### src/rtl/ssq_pkg.sv
// Shared types, constants and phase tables for the stepper phase sequencer.
`default_nettype none

package ssq_pkg;

    // Divider widths: dividend holds the tick rate or max_speed, divisor holds a speed or the full scale
    localparam int DVD_W = 17;
    localparam int DVS_W = 16;
    localparam int CNT_W = 5;

    localparam logic [DVD_W-1:0] TICK_RATE = 17'd100000;

    // Configuration register indexes
    localparam logic [1:0] CFG_MAX_SPEED = 2'd0;
    localparam logic [1:0] CFG_MIN_SPEED = 2'd1;
    localparam logic [1:0] CFG_STOP_THR  = 2'd2;

    // Drive modes
    localparam logic [1:0] MODE_SINGLE = 2'd0;
    localparam logic [1:0] MODE_DUAL   = 2'd1;
    localparam logic [1:0] MODE_HALF   = 2'd2;
    localparam logic [1:0] MODE_STOP   = 2'd3;

    typedef enum logic [2:0] {
        ST_IDLE,
        ST_GAIN_START,
        ST_GAIN_WAIT,
        ST_MUL,
        ST_SAT,
        ST_RATE_START,
        ST_RATE_WAIT,
        ST_UPDATE
    } ssq_state_t;

    typedef struct packed {
        logic capture;    // latch the input item
        logic div_start;  // launch the divider
        logic div_rate;   // 1: tick rate / speed, 0: max_speed / full scale
        logic mul;        // product = sample * gain
        logic sat;        // saturate and apply stop threshold
        logic update;     // advance the step timer and load the result
    } ssq_cmd_t;

    typedef struct packed {
        logic div_done;
        logic out_full;
    } ssq_status_t;

    // Coil pattern for a phase index in a given table
    function automatic logic [3:0] coil_lookup(logic [1:0] mode, logic [2:0] idx);
        logic [3:0] pat;
        pat = 4'b0000;
        case (mode)
            MODE_SINGLE:
            begin
                case (idx[1:0])
                    2'd0:    pat = 4'b0001;
                    2'd1:    pat = 4'b0010;
                    2'd2:    pat = 4'b0100;
                    default: pat = 4'b1000;
                endcase
            end
            MODE_DUAL:
            begin
                case (idx[1:0])
                    2'd0:    pat = 4'b0011;
                    2'd1:    pat = 4'b0110;
                    2'd2:    pat = 4'b1100;
                    default: pat = 4'b1001;
                endcase
            end
            MODE_HALF:
            begin
                case (idx)
                    3'd0:    pat = 4'b0001;
                    3'd1:    pat = 4'b0011;
                    3'd2:    pat = 4'b0010;
                    3'd3:    pat = 4'b0110;
                    3'd4:    pat = 4'b0100;
                    3'd5:    pat = 4'b1100;
                    3'd6:    pat = 4'b1000;
                    default: pat = 4'b1001;
                endcase
            end
            default: pat = 4'b0000;
        endcase
        return pat;
    endfunction

    // Next phase index; an index left beyond a short table wraps to its end
    // when reversing and to zero when going forward.
    function automatic logic [2:0] phase_next(logic [1:0] mode, logic fwd,
                                              logic [2:0] idx);
        logic [2:0] last;
        logic       beyond;
        logic [2:0] nxt;
        last   = (mode == MODE_HALF) ? 3'd7 : 3'd3;
        beyond = (mode != MODE_HALF) && (idx > 3'd4);
        if (fwd)
            nxt = (idx >= last) ? 3'd0 : idx + 3'd1;
        else
            nxt = ((idx == 3'd0) || beyond) ? last : idx - 3'd1;
        return nxt;
    endfunction

endpackage

`default_nettype wire

### src/rtl/ssq_div.sv
// Restoring divider, one quotient bit per cycle.
`default_nettype none

module ssq_div
(
    input  wire                         clk,
    input  wire                         rst_n,
    input  wire                         start,
    input  wire  [ssq_pkg::DVD_W-1:0]   dividend,
    input  wire  [ssq_pkg::DVS_W-1:0]   divisor,
    output logic [ssq_pkg::DVD_W-1:0]   quotient,
    output logic                        done
);
    import ssq_pkg::*;

    logic [DVD_W-1:0] dvd_reg, dvd_next;
    logic [DVS_W-1:0] dvs_reg, dvs_next;
    logic [DVS_W-1:0] rem_reg, rem_next;
    logic [CNT_W-1:0] cnt_reg, cnt_next;
    logic             done_reg, done_next;

    logic [DVS_W:0]   rem_sh;
    logic [DVS_W:0]   rem_sub;
    logic             ge;

    // One shift-subtract step
    always_comb
    begin
        rem_sh  = {rem_reg, dvd_reg[DVD_W-1]};
        ge      = (rem_sh >= {1'b0, dvs_reg});
        rem_sub = rem_sh - {1'b0, dvs_reg};
        dvd_next  = dvd_reg;
        dvs_next  = dvs_reg;
        rem_next  = rem_reg;
        cnt_next  = cnt_reg;
        done_next = 1'b0;
        if (start)
        begin
            dvd_next = dividend;
            dvs_next = divisor;
            rem_next = '0;
            cnt_next = CNT_W'(DVD_W);
        end
        else if (cnt_reg != '0)
        begin
            dvd_next  = {dvd_reg[DVD_W-2:0], ge};
            rem_next  = ge ? rem_sub[DVS_W-1:0] : rem_sh[DVS_W-1:0];
            cnt_next  = cnt_reg - CNT_W'(1);
            done_next = (cnt_reg == CNT_W'(1));
        end
    end

    // Control state
    always_ff @(posedge clk or negedge rst_n)
    begin
        if (!rst_n)
        begin
            cnt_reg  <= '0;
            done_reg <= 1'b0;
        end
        else
        begin
            cnt_reg  <= cnt_next;
            done_reg <= done_next;
        end
    end

    // Operands
    always_ff @(posedge clk)
    begin
        dvd_reg <= dvd_next;
        dvs_reg <= dvs_next;
        rem_reg <= rem_next;
    end

    assign quotient = dvd_reg;
    assign done     = done_reg;

endmodule

`default_nettype wire

### src/rtl/ssq_ctrl.sv
// Sequencing state machine for one tick.
`default_nettype none

module ssq_ctrl
(
    input  wire                   clk,
    input  wire                   rst_n,
    input  wire                   in_valid,
    output logic                  in_ready,
    input  ssq_pkg::ssq_status_t  status,
    output ssq_pkg::ssq_cmd_t     cmd
);
    import ssq_pkg::*;

    ssq_state_t state_reg, state_next;

    // State register
    always_ff @(posedge clk or negedge rst_n)
    begin
        if (!rst_n)
            state_reg <= ST_IDLE;
        else
            state_reg <= state_next;
    end

    // Next state and commands
    always_comb
    begin
        state_next = state_reg;
        cmd        = '0;
        in_ready   = 1'b0;
        case (state_reg)
            ST_IDLE:
            begin
                in_ready = 1'b1;
                if (in_valid)
                begin
                    cmd.capture = 1'b1;
                    state_next  = ST_GAIN_START;
                end
            end
            ST_GAIN_START:
            begin
                cmd.div_start = 1'b1;
                state_next    = ST_GAIN_WAIT;
            end
            ST_GAIN_WAIT:
            begin
                if (status.div_done)
                    state_next = ST_MUL;
            end
            ST_MUL:
            begin
                cmd.mul    = 1'b1;
                state_next = ST_SAT;
            end
            ST_SAT:
            begin
                cmd.sat    = 1'b1;
                state_next = ST_RATE_START;
            end
            ST_RATE_START:
            begin
                cmd.div_start = 1'b1;
                cmd.div_rate  = 1'b1;
                state_next    = ST_RATE_WAIT;
            end
            ST_RATE_WAIT:
            begin
                cmd.div_rate = 1'b1;
                if (status.div_done)
                    state_next = ST_UPDATE;
            end
            ST_UPDATE:
            begin
                if (!status.out_full)
                begin
                    cmd.update = 1'b1;
                    state_next = ST_IDLE;
                end
            end
            default: state_next = ST_IDLE;
        endcase
    end

endmodule

`default_nettype wire

### src/rtl/ssq_datapath.sv
// Configuration, speed scaling, step timer, phase state and result register.
`default_nettype none

module ssq_datapath
#(
    parameter int SAMPLE_BITS = 12
)
(
    input  wire                    clk,
    input  wire                    rst_n,
    input  ssq_pkg::ssq_cmd_t      cmd,
    output ssq_pkg::ssq_status_t   status,
    input  wire                    cfg_write,
    input  wire  [1:0]             cfg_index,
    input  wire  [15:0]            cfg_data,
    input  wire  [SAMPLE_BITS-1:0] speed_sample,
    input  wire                    direction,
    input  wire  [1:0]             mode_select,
    output logic [3:0]             coil_drive,
    output logic                   stepped,
    output logic                   out_valid,
    input  wire                    out_ready
);
    import ssq_pkg::*;

    localparam int PROD_W = SAMPLE_BITS + DVS_W;
    localparam logic [DVS_W-1:0] FULL_SCALE = DVS_W'((1 << SAMPLE_BITS) - 1);

    logic [15:0] max_speed_reg, min_speed_reg, stop_thr_reg;

    logic [SAMPLE_BITS-1:0] sample_reg;
    logic                   dir_reg;
    logic [1:0]             mode_reg;
    logic [PROD_W-1:0]      prod_reg;
    logic [DVS_W-1:0]       speed_reg;
    logic                   stop_reg;

    logic [DVD_W-1:0] elapsed_reg, elapsed_next;
    logic [2:0]       phase_reg, phase_next_v;
    logic [3:0]       coil_reg, coil_next;
    logic             fire;
    logic [1:0]       mode_eff;

    logic [DVD_W-1:0] div_dividend;
    logic [DVS_W-1:0] div_divisor;
    logic [DVD_W-1:0] div_q;
    logic             div_done;

    logic [DVS_W-1:0] speed_sat;
    logic [DVS_W-1:0] speed_sel;
    logic             below;

    logic       out_valid_reg;
    logic [3:0] out_coil_reg;
    logic       out_step_reg;

    // Configuration registers
    always_ff @(posedge clk or negedge rst_n)
    begin
        if (!rst_n)
        begin
            max_speed_reg <= 16'd10000;
            min_speed_reg <= 16'd1;
            stop_thr_reg  <= 16'd100;
        end
        else if (cfg_write)
        begin
            case (cfg_index)
                CFG_MAX_SPEED: max_speed_reg <= cfg_data;
                CFG_MIN_SPEED: min_speed_reg <= cfg_data;
                CFG_STOP_THR:  stop_thr_reg  <= cfg_data;
                default:       ;
            endcase
        end
    end

    // Shared divider: gain first, then the step interval
    assign div_dividend = cmd.div_rate ? TICK_RATE : {1'b0, max_speed_reg};
    assign div_divisor  = cmd.div_rate ? speed_reg : FULL_SCALE;

    ssq_div u_div
    (
        .clk      (clk),
        .rst_n    (rst_n),
        .start    (cmd.div_start),
        .dividend (div_dividend),
        .divisor  (div_divisor),
        .quotient (div_q),
        .done     (div_done)
    );

    // Saturation, stop threshold and zero guard
    always_comb
    begin
        speed_sat = (|prod_reg[PROD_W-1:DVS_W]) ? '1 : prod_reg[DVS_W-1:0];
        below     = (speed_sat <= stop_thr_reg);
        speed_sel = below ? min_speed_reg : speed_sat;
        if (speed_sel == '0)
            speed_sel = DVS_W'(1);
    end

    // Item capture, product and speed
    always_ff @(posedge clk)
    begin
        if (cmd.capture)
        begin
            sample_reg <= speed_sample;
            dir_reg    <= direction;
            mode_reg   <= mode_select;
        end
        if (cmd.mul)
            prod_reg <= PROD_W'(sample_reg) * PROD_W'(div_q[DVS_W-1:0]);
        if (cmd.sat)
        begin
            speed_reg <= speed_sel;
            stop_reg  <= below;
        end
    end

    // Step timer and phase advance
    always_comb
    begin
        mode_eff     = stop_reg ? MODE_STOP : mode_reg;
        elapsed_next = elapsed_reg + DVD_W'(1);
        fire         = (elapsed_next >= div_q);
        phase_next_v = phase_reg;
        coil_next    = coil_reg;
        if (fire)
        begin
            elapsed_next = '0;
            if (mode_eff == MODE_STOP)
                coil_next = 4'b0000;
            else
            begin
                phase_next_v = phase_next(mode_eff, dir_reg, phase_reg);
                coil_next    = coil_lookup(mode_eff, phase_next_v);
            end
        end
    end

    // Motor state and result register
    always_ff @(posedge clk or negedge rst_n)
    begin
        if (!rst_n)
        begin
            elapsed_reg   <= '0;
            phase_reg     <= '0;
            coil_reg      <= '0;
            out_valid_reg <= 1'b0;
        end
        else
        begin
            if (cmd.update)
            begin
                elapsed_reg   <= elapsed_next;
                phase_reg     <= phase_next_v;
                coil_reg      <= coil_next;
                out_valid_reg <= 1'b1;
            end
            else if (out_ready)
                out_valid_reg <= 1'b0;
        end
    end

    always_ff @(posedge clk)
    begin
        if (cmd.update)
        begin
            out_coil_reg <= coil_next;
            out_step_reg <= fire;
        end
    end

    assign status.div_done = div_done;
    assign status.out_full = out_valid_reg;
    assign coil_drive      = out_coil_reg;
    assign stepped         = out_step_reg;
    assign out_valid       = out_valid_reg;

endmodule

`default_nettype wire

### src/rtl/stepper_phase_sequencer.sv
// Top level of the stepper phase sequencer.
//
//  channel | direction | signals                         | payload
//  s_*     | in        | s_tvalid s_tready s_tdata s_tuser | speed_sample, direction; mode_select
//  m_*     | out       | m_tvalid m_tready m_tdata m_tuser | coil_drive; stepped
//  cfg_*   | in        | cfg_valid cfg_ready cfg_index cfg_data | register index, value
//
// A tick runs from input transfer to a valid result through two passes of
// the shared restoring divider (start, 17 shift-subtract steps, done), plus
// the multiply, saturate and update steps. The next tick is taken the cycle
// after the update step; no new input is taken while a tick is in progress.
// A result waiting on m_tready stalls only the update step.
// Reset is asynchronous; no clearing pass.
`default_nettype none

module stepper_phase_sequencer
#(
    parameter int SAMPLE_BITS = 12
)
(
    input  wire                              clk,
    input  wire                              rst_n,
    input  wire                              s_tvalid,
    output logic                             s_tready,
    input  wire  [((SAMPLE_BITS+8)/8)*8-1:0] s_tdata,  // speed_sample, direction
    input  wire  [1:0]                       s_tuser,  // mode_select
    output logic                             m_tvalid,
    input  wire                              m_tready,
    output logic [7:0]                       m_tdata,  // coil_drive
    output logic                             m_tuser,  // stepped
    input  wire                              cfg_valid,
    output logic                             cfg_ready,
    input  wire  [1:0]                       cfg_index,
    input  wire  [15:0]                      cfg_data
);
    import ssq_pkg::*;

    ssq_cmd_t    cmd;
    ssq_status_t status;
    logic [3:0]  coil_drive;

    ssq_ctrl u_ctrl
    (
        .clk      (clk),
        .rst_n    (rst_n),
        .in_valid (s_tvalid),
        .in_ready (s_tready),
        .status   (status),
        .cmd      (cmd)
    );

    ssq_datapath #(.SAMPLE_BITS(SAMPLE_BITS)) u_dp
    (
        .clk          (clk),
        .rst_n        (rst_n),
        .cmd          (cmd),
        .status       (status),
        .cfg_write    (cfg_valid),
        .cfg_index    (cfg_index),
        .cfg_data     (cfg_data),
        .speed_sample (s_tdata[SAMPLE_BITS-1:0]),
        .direction    (s_tdata[SAMPLE_BITS]),
        .mode_select  (s_tuser),
        .coil_drive   (coil_drive),
        .stepped      (m_tuser),
        .out_valid    (m_tvalid),
        .out_ready    (m_tready)
    );

    assign m_tdata   = {4'b0000, coil_drive};
    assign cfg_ready = 1'b1;

endmodule

`default_nettype wire

### config.mk
export PLATFORM = sky130hd
export DESIGN_NAME = stepper_phase_sequencer
export DESIGN_NICKNAME = d
export VERILOG_FILES = /design/src/rtl/ssq_pkg.sv /design/src/rtl/ssq_div.sv /design/src/rtl/ssq_ctrl.sv /design/src/rtl/ssq_datapath.sv /design/src/rtl/stepper_phase_sequencer.sv
export SDC_FILE = /design/constraint.sdc
export NUM_CORES = 1
export LEC_CHECK = 0
export ABC_AREA = 0
export BUFFER_PORTS_ARGS = -buffer_cell sky130_fd_sc_hd__clkbuf_2
export CAP_MARGIN = 25
export CORE_ASPECT_RATIO = 1.2
export CORE_MARGIN = 2
export CORE_UTILIZATION = 55
export CTS_BUF_LIST = sky130_fd_sc_hd__clkbuf_4 sky130_fd_sc_hd__clkbuf_8
export DETAILED_ROUTE_END_ITERATION = 6
export PLACE_DENSITY = 0.72
export SKIP_LAST_GASP = 1
export SLEW_MARGIN = 20
export SYNTH_ARGS = -nofsm -noshare
export SYNTH_HDL_FRONTEND = slang
export SYNTH_HIERARCHICAL = 1
export SYNTH_SLANG_ARGS = --single-unit
export TNS_END_PERCENT = 10
### constraint.sdc
create_clock -name clk -period 5.48 [get_ports clk]
set_clock_uncertainty 0.15 [all_clocks]
set_input_delay 0.548 -clock clk [delete_from_list [all_inputs] [get_ports clk]]
set_output_delay 0.548 -clock clk [all_outputs]
set_load 0.02 [all_outputs]
**Yosys cells after proc, flatten, opt, wreduce, memory -nomap -nowiden**

Index checks and enable logic that the tools add are counted.

- Register bits: 196
- Input bits: 41
- Logic and storage cells: 119

- Add/subtract/negate cells: 5
- Multiply operators: 1
- Magnitude comparators: 5
- Eq/ne operators: 26
- Muxes and demuxes: 40
- Bitwise gates (word level): 1
- Reduce and logical (&&, ||, !) cells: 20

Operators with widths:

| operator | number |
|---|---|
| two-way mux 17 bit | 4 |
| two-way mux 16 bit | 3 |
| one-hot mux 4 bit (3 select lines) | 3 |
| two-way mux 3 bit | 10 |
| multiplier 12 x 16 -> 28 bit | 1 |
| one-hot mux 4 bit (7 select lines) | 1 |
| one-hot mux 3 bit (8 select lines) | 1 |
| == test 3 bit, second input constant | 7 |
| adder 17 x 1 -> 17 bit, second input constant | 1 |
| >= comparator 17 x 16 -> 1 bit | 1 |
| >= comparator 17 bit | 1 |
| less-or-equal comparator 16 bit | 1 |
| zero test 16 bit | 1 |
| subtractor 16 bit | 1 |
| two-way mux 1 bit | 13 |
| == test 3 x 2 -> 1 bit, second input constant | 4 |
| OR reduction 12 bit | 1 |
| two-way mux 5 bit | 2 |
| zero test 3 bit | 3 |
| == test 2 bit, second input constant | 4 |
| two-way mux 4 bit | 2 |
| == test 2 x 1 -> 1 bit, second input constant | 3 |
| == test 3 x 1 -> 1 bit, second input constant | 2 |
| zero test 2 bit | 3 |
| 18 further kinds | 25 |

**Longest topological paths before layout**

Gate-level depths: netlist (run 1).

- Word-level depth: 13
- Gate-level depth with buffers: 21

**Cells and area by module**

The synthesis (run 1) kept the hierarchy.

Modules (own cells, without submodules):

| module | times used | cells an instance | area each (um2) | sequential area each (um2) |
|---|---|---|---|---|
| ssq_datapath | 1 | 1288 | 13081.3 | 3789.9 |
| ssq_div | 1 | 282 | 3094.2 | 1461.4 |
| ssq_ctrl | 1 | 22 | 188.9 | 75.1 |
| stepper_phase_sequencer | 1 | 7 | 45.0 | 0.0 |

**Worst setup path before layout (run 1)**

OpenSTA, ideal clock, no wires.

- Path kind: register to register
- Start point: reg u_dp.sample_reg[5]
- End point: reg u_dp.prod_reg[26] (data pin)
- Library setup time: 265 ps
- Arrival: 5087 ps
- Slack: -22 ps
- Cell stages (with the launch flop): 20
- Buffers on the path: 1
- Period minus slack after synthesis: 5502 ps
- Cell sequence: edfxtp_1 -> clkbuf_1 -> nand2_1 -> fa_1 -> inv_1 -> fa_1 -> inv_1 -> fa_1 -> fa_1 -> fa_1 -> inv_1 -> ha_1 -> a21oi_1 -> nor2b_1 -> o21a_1 -> o311ai_1 -> o21ai_0 -> a21oi_1 -> o21ai_0 -> xor2_1

- Cells in the longest elaborated chain, start to end: 1

RTL lines:

| what | line | source |
|---|---|---|
| start, declared | ssq_datapath.sv:31 | `logic [SAMPLE_BITS-1:0] sample_reg;` |
| start signal, assigned | ssq_datapath.sv:107 | `sample_reg <= speed_sample;` |
| multiplier 12 x 16 -> 28 bit | ssq_datapath.sv:112 | `prod_reg <= PROD_W'(sample_reg) * PROD_W'(div_q[DVS_W-1:0]);` |
| end signal, assigned | ssq_datapath.sv:112 |  |
| end, declared | ssq_datapath.sv:34 | `logic [PROD_W-1:0] prod_reg;` |

Every way passes these cells.
A chain may end at the register's enable or synchronous reset.

**Worst setup path in the final report (run 1)**

- Start point: reg u_dp.u_div.dvd_reg[5] (netlist: u_dp/u_div/quotient[5])
- End point: reg u_dp.prod_reg[27] (data pin)

- Cells in the longest elaborated chain, start to end: 1

RTL lines:

| what | line | source |
|---|---|---|
| start, declared | ssq_div.sv:16 | `logic [DVD_W-1:0] dvd_reg, dvd_next;` |
| start signal, assigned | ssq_div.sv:71 | `dvd_reg <= dvd_next;` |
| multiplier 12 x 16 -> 28 bit | ssq_datapath.sv:112 |  |

Every way passes these cells.

==> reports/metrics.csv, run 1 <==
stage,metric,value,unit
status,outcome,finished clean,
placement,post-DP HPWL,27800,um
synth,synth warn,6,
setup_path,WP data required,5670,ps
flow_run,Max Cap Viol,0,
grt,grt met2 use,43.3,%
setup_path,Critical Path Start,u_dp/u_div/quotient[5],
setup_path,worst r2r src,u_dp/u_div/quotient[5],
synth,Post-synth EDFFs,98,
synth,asr flop ratio synth,41.8,%
cts,Clock Pin Slew Worst Setup and Hold Paths,120,ps
setup_path,critical path capture point,u_dp/prod_reg[27],
grt,grt met1 use,27.4,%
timing,Peak Freq,183,MHz
cts,TritonCTS buffer count,17,
setup_path,Worst R2R Path Depth,15,
timing,Max Transition Viols Final,0,
synth,average size of a mapped cell,10.3,um^2
timing,RSZ-0062 raised after global routing,yes,
hold_path,worst hold path class,in -> reg,
synth,top cell type's share of synthesized area,17.9,%
synth,dominant cells by area after synthesis,"edfxtp_1 18%, fa_1 17%, dfrtp_1 11%",
layout,final core utilization,62.5,%
cts,CTS Root Cell,clkbuf_8,
grt,initial antenna violation count,1,
timing,Final Hold Viols,0,
floorplan,num rows,69,
timing,relative slew slack,32.3,%
route,Vias per Instance,5.46,
setup_path,crit path kind,reg -> reg,
setup_path,endpoint type of the worst setup path,flip-flop,
layout,max reg flops,28,
timing,final-report setup violation count,0,
floorplan,core area,29500,um^2
setup_path,Critical Path Fanout Max,4,
grt,met3 usage,3.56,%
floorplan,Die Ht,193,um
floorplan,Starting Density,55.6,%
synth,largest area contributor in the netlist,edfxtp_1,
cts,CTS tree,done,
grt,GR peak layer,met2,
route,via count,11592,
placement,IO buf count,44,
grt,Overflow after GRT,0,
synth,cell area after synthesis,16400,um^2
route,final WL,36300,um
floorplan,DIE WIDTH,162,um
timing,Final min period,5460,ps
cts,CTS Sinks,196,
grt,vias in the first global route,12058,
layout,ratio of cells with drive above 1 in the final layout,22.6,%
route,WL/cell,17.1,um
setup_path,R2R setup slack,20,ps
grt,total track usage,23.8,%
cts,Max Root-Sink Buffers,2,
synth,register area share after synthesis,32.5,%
timing,Worst-Margin Slew,1010,ps
floorplan,die area,31200,um^2
timing,setup tns final,0,ps
placement,pre-CTS WS,-197,ps
synth,Synth Flop Type,edfxtp_1,
grt,largest net degree at the start of global routing,66,
synth,most frequent cell after synthesis,inv_1,
route,drc violations,0,
floorplan,I/O pin total,53,
timing,setup ws final,21.3,ps
synth,Post-synth top cells,"252 x inv_1, 167 x nand2_1, 141 x fa_1, 131 x ha_1, 98 x edfxtp_1",
timing,Final Hold Slack,72.1,ps
route,Initial DRC Count,693,
route,number of nets still failing antenna checks after routing,0,
setup_path,CP startpoint kind,flip-flop,
synth,synth unique cells,83,
cts,Worst-Skew Late Latency,490,ps
layout,Area Overhead vs Synth,12.5,%
layout,Final nets,2033,
route,DRT Pass-1 Iters,5,
placement,RePlAce Congestion,0.896,
cts,htree depth,4,
timing,Tcrit/Tclk final,99.6,%
synth,#FFs+latches synth,196,
setup_path,Critical R2R Capture,u_dp/prod_reg[27],
grt,first-pass GRT wire length,58600,um
setup_path,Worst Path Arrival,5650,ps
synth,Cells after Synth,1599,
==> worst max-delay path, stage by stage, from the launching register on <==
cell and delay [ps]:
edfxtp_1 530, buf_6 190, and2_1 180, fa_2 570
fa_2 450, fa_2 550, fa_1 430, fa_1 570
ha_4 230, and3_4 200, a2111oi_4 350, a21oi_2 120
nand2_2 100, a31oi_4 100, or4_1 500, nand3_1 80
==> worst min-delay path by stage <==
stage               cells after the start        from               endpoint  slack [ps]
floorplan                               0       rst_n    u_ctrl/state_reg[0]         100
global placement                        1       rst_n  u_dp/stop_thr_reg[10]         270
detailed placement                      1       rst_n  u_dp/stop_thr_reg[10]         270
CTS                                     1  s_tdata[4]     u_dp/sample_reg[4]          30
global route                            1  s_tdata[9]     u_dp/sample_reg[9]          40
finish                                  1  s_tdata[4]     u_dp/sample_reg[4]          70
==> metal layers <==
| metal | vias up | share of wire [%] |
|---|---|---|
| met3 | 74 | 3.0 |
| met4 | 0 | 4.1 |
| met2 | 235 | 54 |
| li1 | 5499 | - |
| met5 | - | 0 |
| met1 | 5784 | 39 |
==> layout make-up <==
type	instances	area (um^2)
Clock buffer	17	234
Fill cell	2407	11100
Clock inverter	15	173
Tap cell	390	488
Sequential cell	196	5330
Multi-Input combinational cell	1086	10100
Inverter	252	946
Timing Repair Buffer	167	1220
Antenna cell	1	2.50
==> cell families (layout without fill, tap and decap cells) <==
family	Yosys count	in the layout	synth area share (%)
adders and majority gates	272	272	27.2
and+or+nand+nor	461	461	14.7
xor gates and xnor gates	53	53	2.83
other	2	6	0.0458
DFF	196	196	32.5
AOI/OAI and AO/OA	193	193	8.00
buffers and inverters	320	451	7.75
muxes	102	102	7.05
==> repair_timing <==
action / CTS / global route
setup buffers: 26 / 21
resized for setup: 26 / 50
hold buffers: 1 / 0
cloned: 0 / 0
pin swaps: 20 / 57
setup endpoints to repair: 6 / 11
hold endpoints to repair: 17 / 0
==> cells in the final DEF, fill, tap and decap left out, types with 12 or more instances in the layout <==
master	count
a21o_1	20
buf_6	21
o21ai_0	30
or2_2	23
clkbuf_8	17
nor4_1	14
nor2_1	52
buf_4	101
clkbuf_2	43
dfxtp_1	16
mux2_2	76
inv_1	243
a21oi_1	48
a211oi_1	12
mux2i_1	18
nand2_1	163
edfxtp_1	98
ha_1	122
nor2b_1	20
nand2b_1	25
o22ai_1	12
and2_1	69
xnor2_1	35
nand3_1	18
fa_1	133
o21a_1	12
xor2_1	18
dfrtp_1	73
==> per-stage QoR <==
stage | area (um^2) | instances
final | 18500 | 2124
after global routing | 18500 | 2124
after CTS | 18100 | 2102
after detailed placement | 17400 | 2043
after global placement | 17400 | 2043
after floorplan | 16400 | 1602
Power of run 1 is left out: the tool's default activity adds up to more than one toggle a clock period on the data nets, which glitch-free logic cannot reach.
==> run 2, diff against run 1 <==
- CORE_MARGIN: 2 -> 4
- CTS_BUF_LIST: sky130_fd_sc_hd__clkbuf_4 sky130_fd_sc_hd__clkbuf_8 -> sky130_fd_sc_hd__clkbuf_8
- PLACE_DENSITY: 0.72 -> 0.69
- clock period: 5.48 -> 6.5 ns (I/O delays scaled with it)
==> run 2 against run 1 <==
Via count shrank 4.0%; routed wire length shrank 4.4%; sequential share of layout area up 1.7 points; cell count down 4.6%; critical path depth is 3 higher; worst hold slack better by 100 ps; flip-flop and latch count unchanged; register-to-register slack gained 440 ps; count of clock-buffer cells in the layout unchanged.
==> reports/metrics.csv, run 2 (synthesis results as in run 1) <==
stage,metric,value,unit,change
status,outcome,finished clean,,unchanged
route,final WL,34700,um,was 36300 um
layout,fin cells,2026,,was 2124
timing,Peak Freq,166,MHz,was 183 MHz
cts,htree depth,4,,unchanged
route,via count,11127,,was 11592
layout,Final nets,1936,,was 2033
route,drc violations,0,,unchanged
timing,RSZ-0062 raised after global routing,no,,was yes
setup_path,endpoint type of the worst setup path,flip-flop,,unchanged
floorplan,DIE WIDTH,166,um,was 162 um
floorplan,Die Ht,197,um,was 193 um
timing,Worst-Margin Slew,1050,ps,was 1010 ps
grt,total track usage,22.0,%,was 23.8%
setup_path,crit path kind,reg -> reg,,unchanged
timing,Tcrit/Tclk final,92.9,%,was 99.6%
cts,Clock Pin Slew Worst Setup and Hold Paths,110,ps,was 120 ps
route,met3 wire length,1060,um,was 1100 um
placement,RePlAce Congestion,0.815,,was 0.896
cts,Max Root-Sink Buffers,2,,unchanged
route,WL/cell,17.1,um,about the same
placement,Post-Place Cells,1993,,was 2043
placement,IO buf count,44,,unchanged
floorplan,Starting Density,55.6,%,unchanged
placement,post-DP HPWL,26700,um,was 27800 um
layout,most frequent cells in the layout,"252 x inv_1, 167 x nand2_1, 141 x fa_1",,"was 243 x inv_1, 163 x nand2_1, 133 x fa_1"
floorplan,core area,29500,um^2,unchanged
layout,ANT cells,0,,was 1
route,Top Layer Used,met4,,unchanged
setup_path,Critical Path Fanout Max,16,,was 4
cts,TritonCTS buffer count,17,,unchanged
timing,Final min period,6040,ps,was 5460 ps
floorplan,num rows,69,,unchanged
hold_path,hold depth,1,,unchanged
cts,CTS tree,done,,unchanged
layout,final core utilization,59.1,%,was 62.5%
route,met2 wire length,17700,um,was 19600 um
cts,CTS Root Cell,clkbuf_8,,unchanged
grt,vias in the first global route,11873,,was 12058
layout,max reg flops,28,,unchanged
hold_path,worst hold path class,in -> reg,,unchanged
timing,Max Transition Viols Final,0,,unchanged
setup_path,WP data required,6600,ps,was 5670 ps
route,Initial DRC Count,687,,was 693
setup_path,CP startpoint kind,flip-flop,,unchanged
layout,"most common cell after layout, fill and taps aside",inv_1,,unchanged
floorplan,die area,32700,um^2,was 31200 um^2
grt,largest net degree at the start of global routing,64,,was 66
timing,setup tns final,0,ps,unchanged
layout,ratio of cells with drive above 1 in the final layout,15.3,%,was 22.6%
cts,CTS Sinks,196,,unchanged
setup_path,Worst R2R Path Depth,18,,was 15
layout,Area Overhead vs Synth,6.31,%,was 12.5%
setup_path,Worst Path Arrival,6140,ps,was 5650 ps
route,Vias per Instance,5.49,,was 5.46
grt,first-pass GRT wire length,58300,um,was 58600 um
timing,Final Hold Viols,0,,unchanged
route,DRT Pass-1 Iters,5,,unchanged
flow_run,Max Cap Viol,0,,unchanged
route,routed length on met1,15200,um,was 14100 um
grt,initial antenna violation count,0,,was 1
floorplan,I/O pin total,53,,unchanged
timing,final-report setup violation count,0,,unchanged
timing,relative slew slack,30.0,%,was 32.3%
route,number of nets still failing antenna checks after routing,0,,unchanged
grt,Overflow after GRT,0,,unchanged
cts,Worst-Skew Late Latency,490,ps,about the same
run 2: changes by cell type in the layout (fill, tap and decap cells not counted), moves of 5 or more:
cell / delta
buf_4: -76
buf_6: -21
ha_1: +9
ha_4: -9
inv_1: +9
inv_2: -9
fa_1: +8
fa_2: -8
a21oi_1: +5
and2_1: +5
and2_4: -5
run 2: repair_timing:
item                                   4_1_cts  5_1_grt
endpoints found under the hold margin       22        0
hold buffers                                 1        0
resized for setup                            0        0
setup buffers                                0        0
run 2: worst paths after layout:
kind | slack, ps | start | to
max in group asynchronous | 4690 | rst_n | u_dp/elapsed_reg[9]
min in group asynchronous | 460 | rst_n | u_dp/stop_thr_reg[8]
setup reg to reg | 460 | u_dp/sample_reg[4] | u_dp/prod_reg[27]
hold / removal | 170 | s_tdata[8] | u_dp/sample_reg[8]
hold reg to reg | 340 | u_dp/coil_reg[2] | u_dp/coil_reg[2]
setup / recovery | 460 | u_dp/sample_reg[4] | u_dp/prod_reg[27]
run 2: layout make-up:
| type | count | area [um^2] |
|---|---|---|
| clock buffers | 17 | 234 |
| clock inverters | 15 | 185 |
| fillers | 2551 | 12100 |
| inverters | 252 | 946 |
| multi-input cells | 1086 | 9840 |
| flip-flops and latches | 196 | 5330 |
| well taps | 390 | 488 |
| repair buffers | 70 | 428 |
run 2: routing by layer:
layer  track usage, %  vias to the layer above
li1                 -                     5321
met1             28.3                     5559
met2             39.3                      202
met3             3.02                       45
met4             6.11                        0
met5                0                        -
run 2: critical path, cell delays in order (launching register included):
cell and delay, ps:
edfxtp_1 770, nand2_1 160, fa_1 550, inv_1 60
fa_1 520, fa_1 460, fa_1 560, inv_1 60
fa_1 540, inv_1 40, ha_1 350, and3_4 250
and4_1 200, o2111ai_1 240, a21oi_2 300, nand2_2 100
a31oi_2 260, or4_1 150, nand3_1 70
run 2: through the flow:
stage          hold WS [ps]  instance area, um^2  setup WS [ps]
2_1_floorplan           204                16400            998
3_3_place_gp            316                17000            549
3_5_place_dp            322                17000            508
4_1_cts                 134                17400            495
5_1_grt                 139                17400            209
6_report                173                17400            463
Power of run 2 is left out for the same reason.
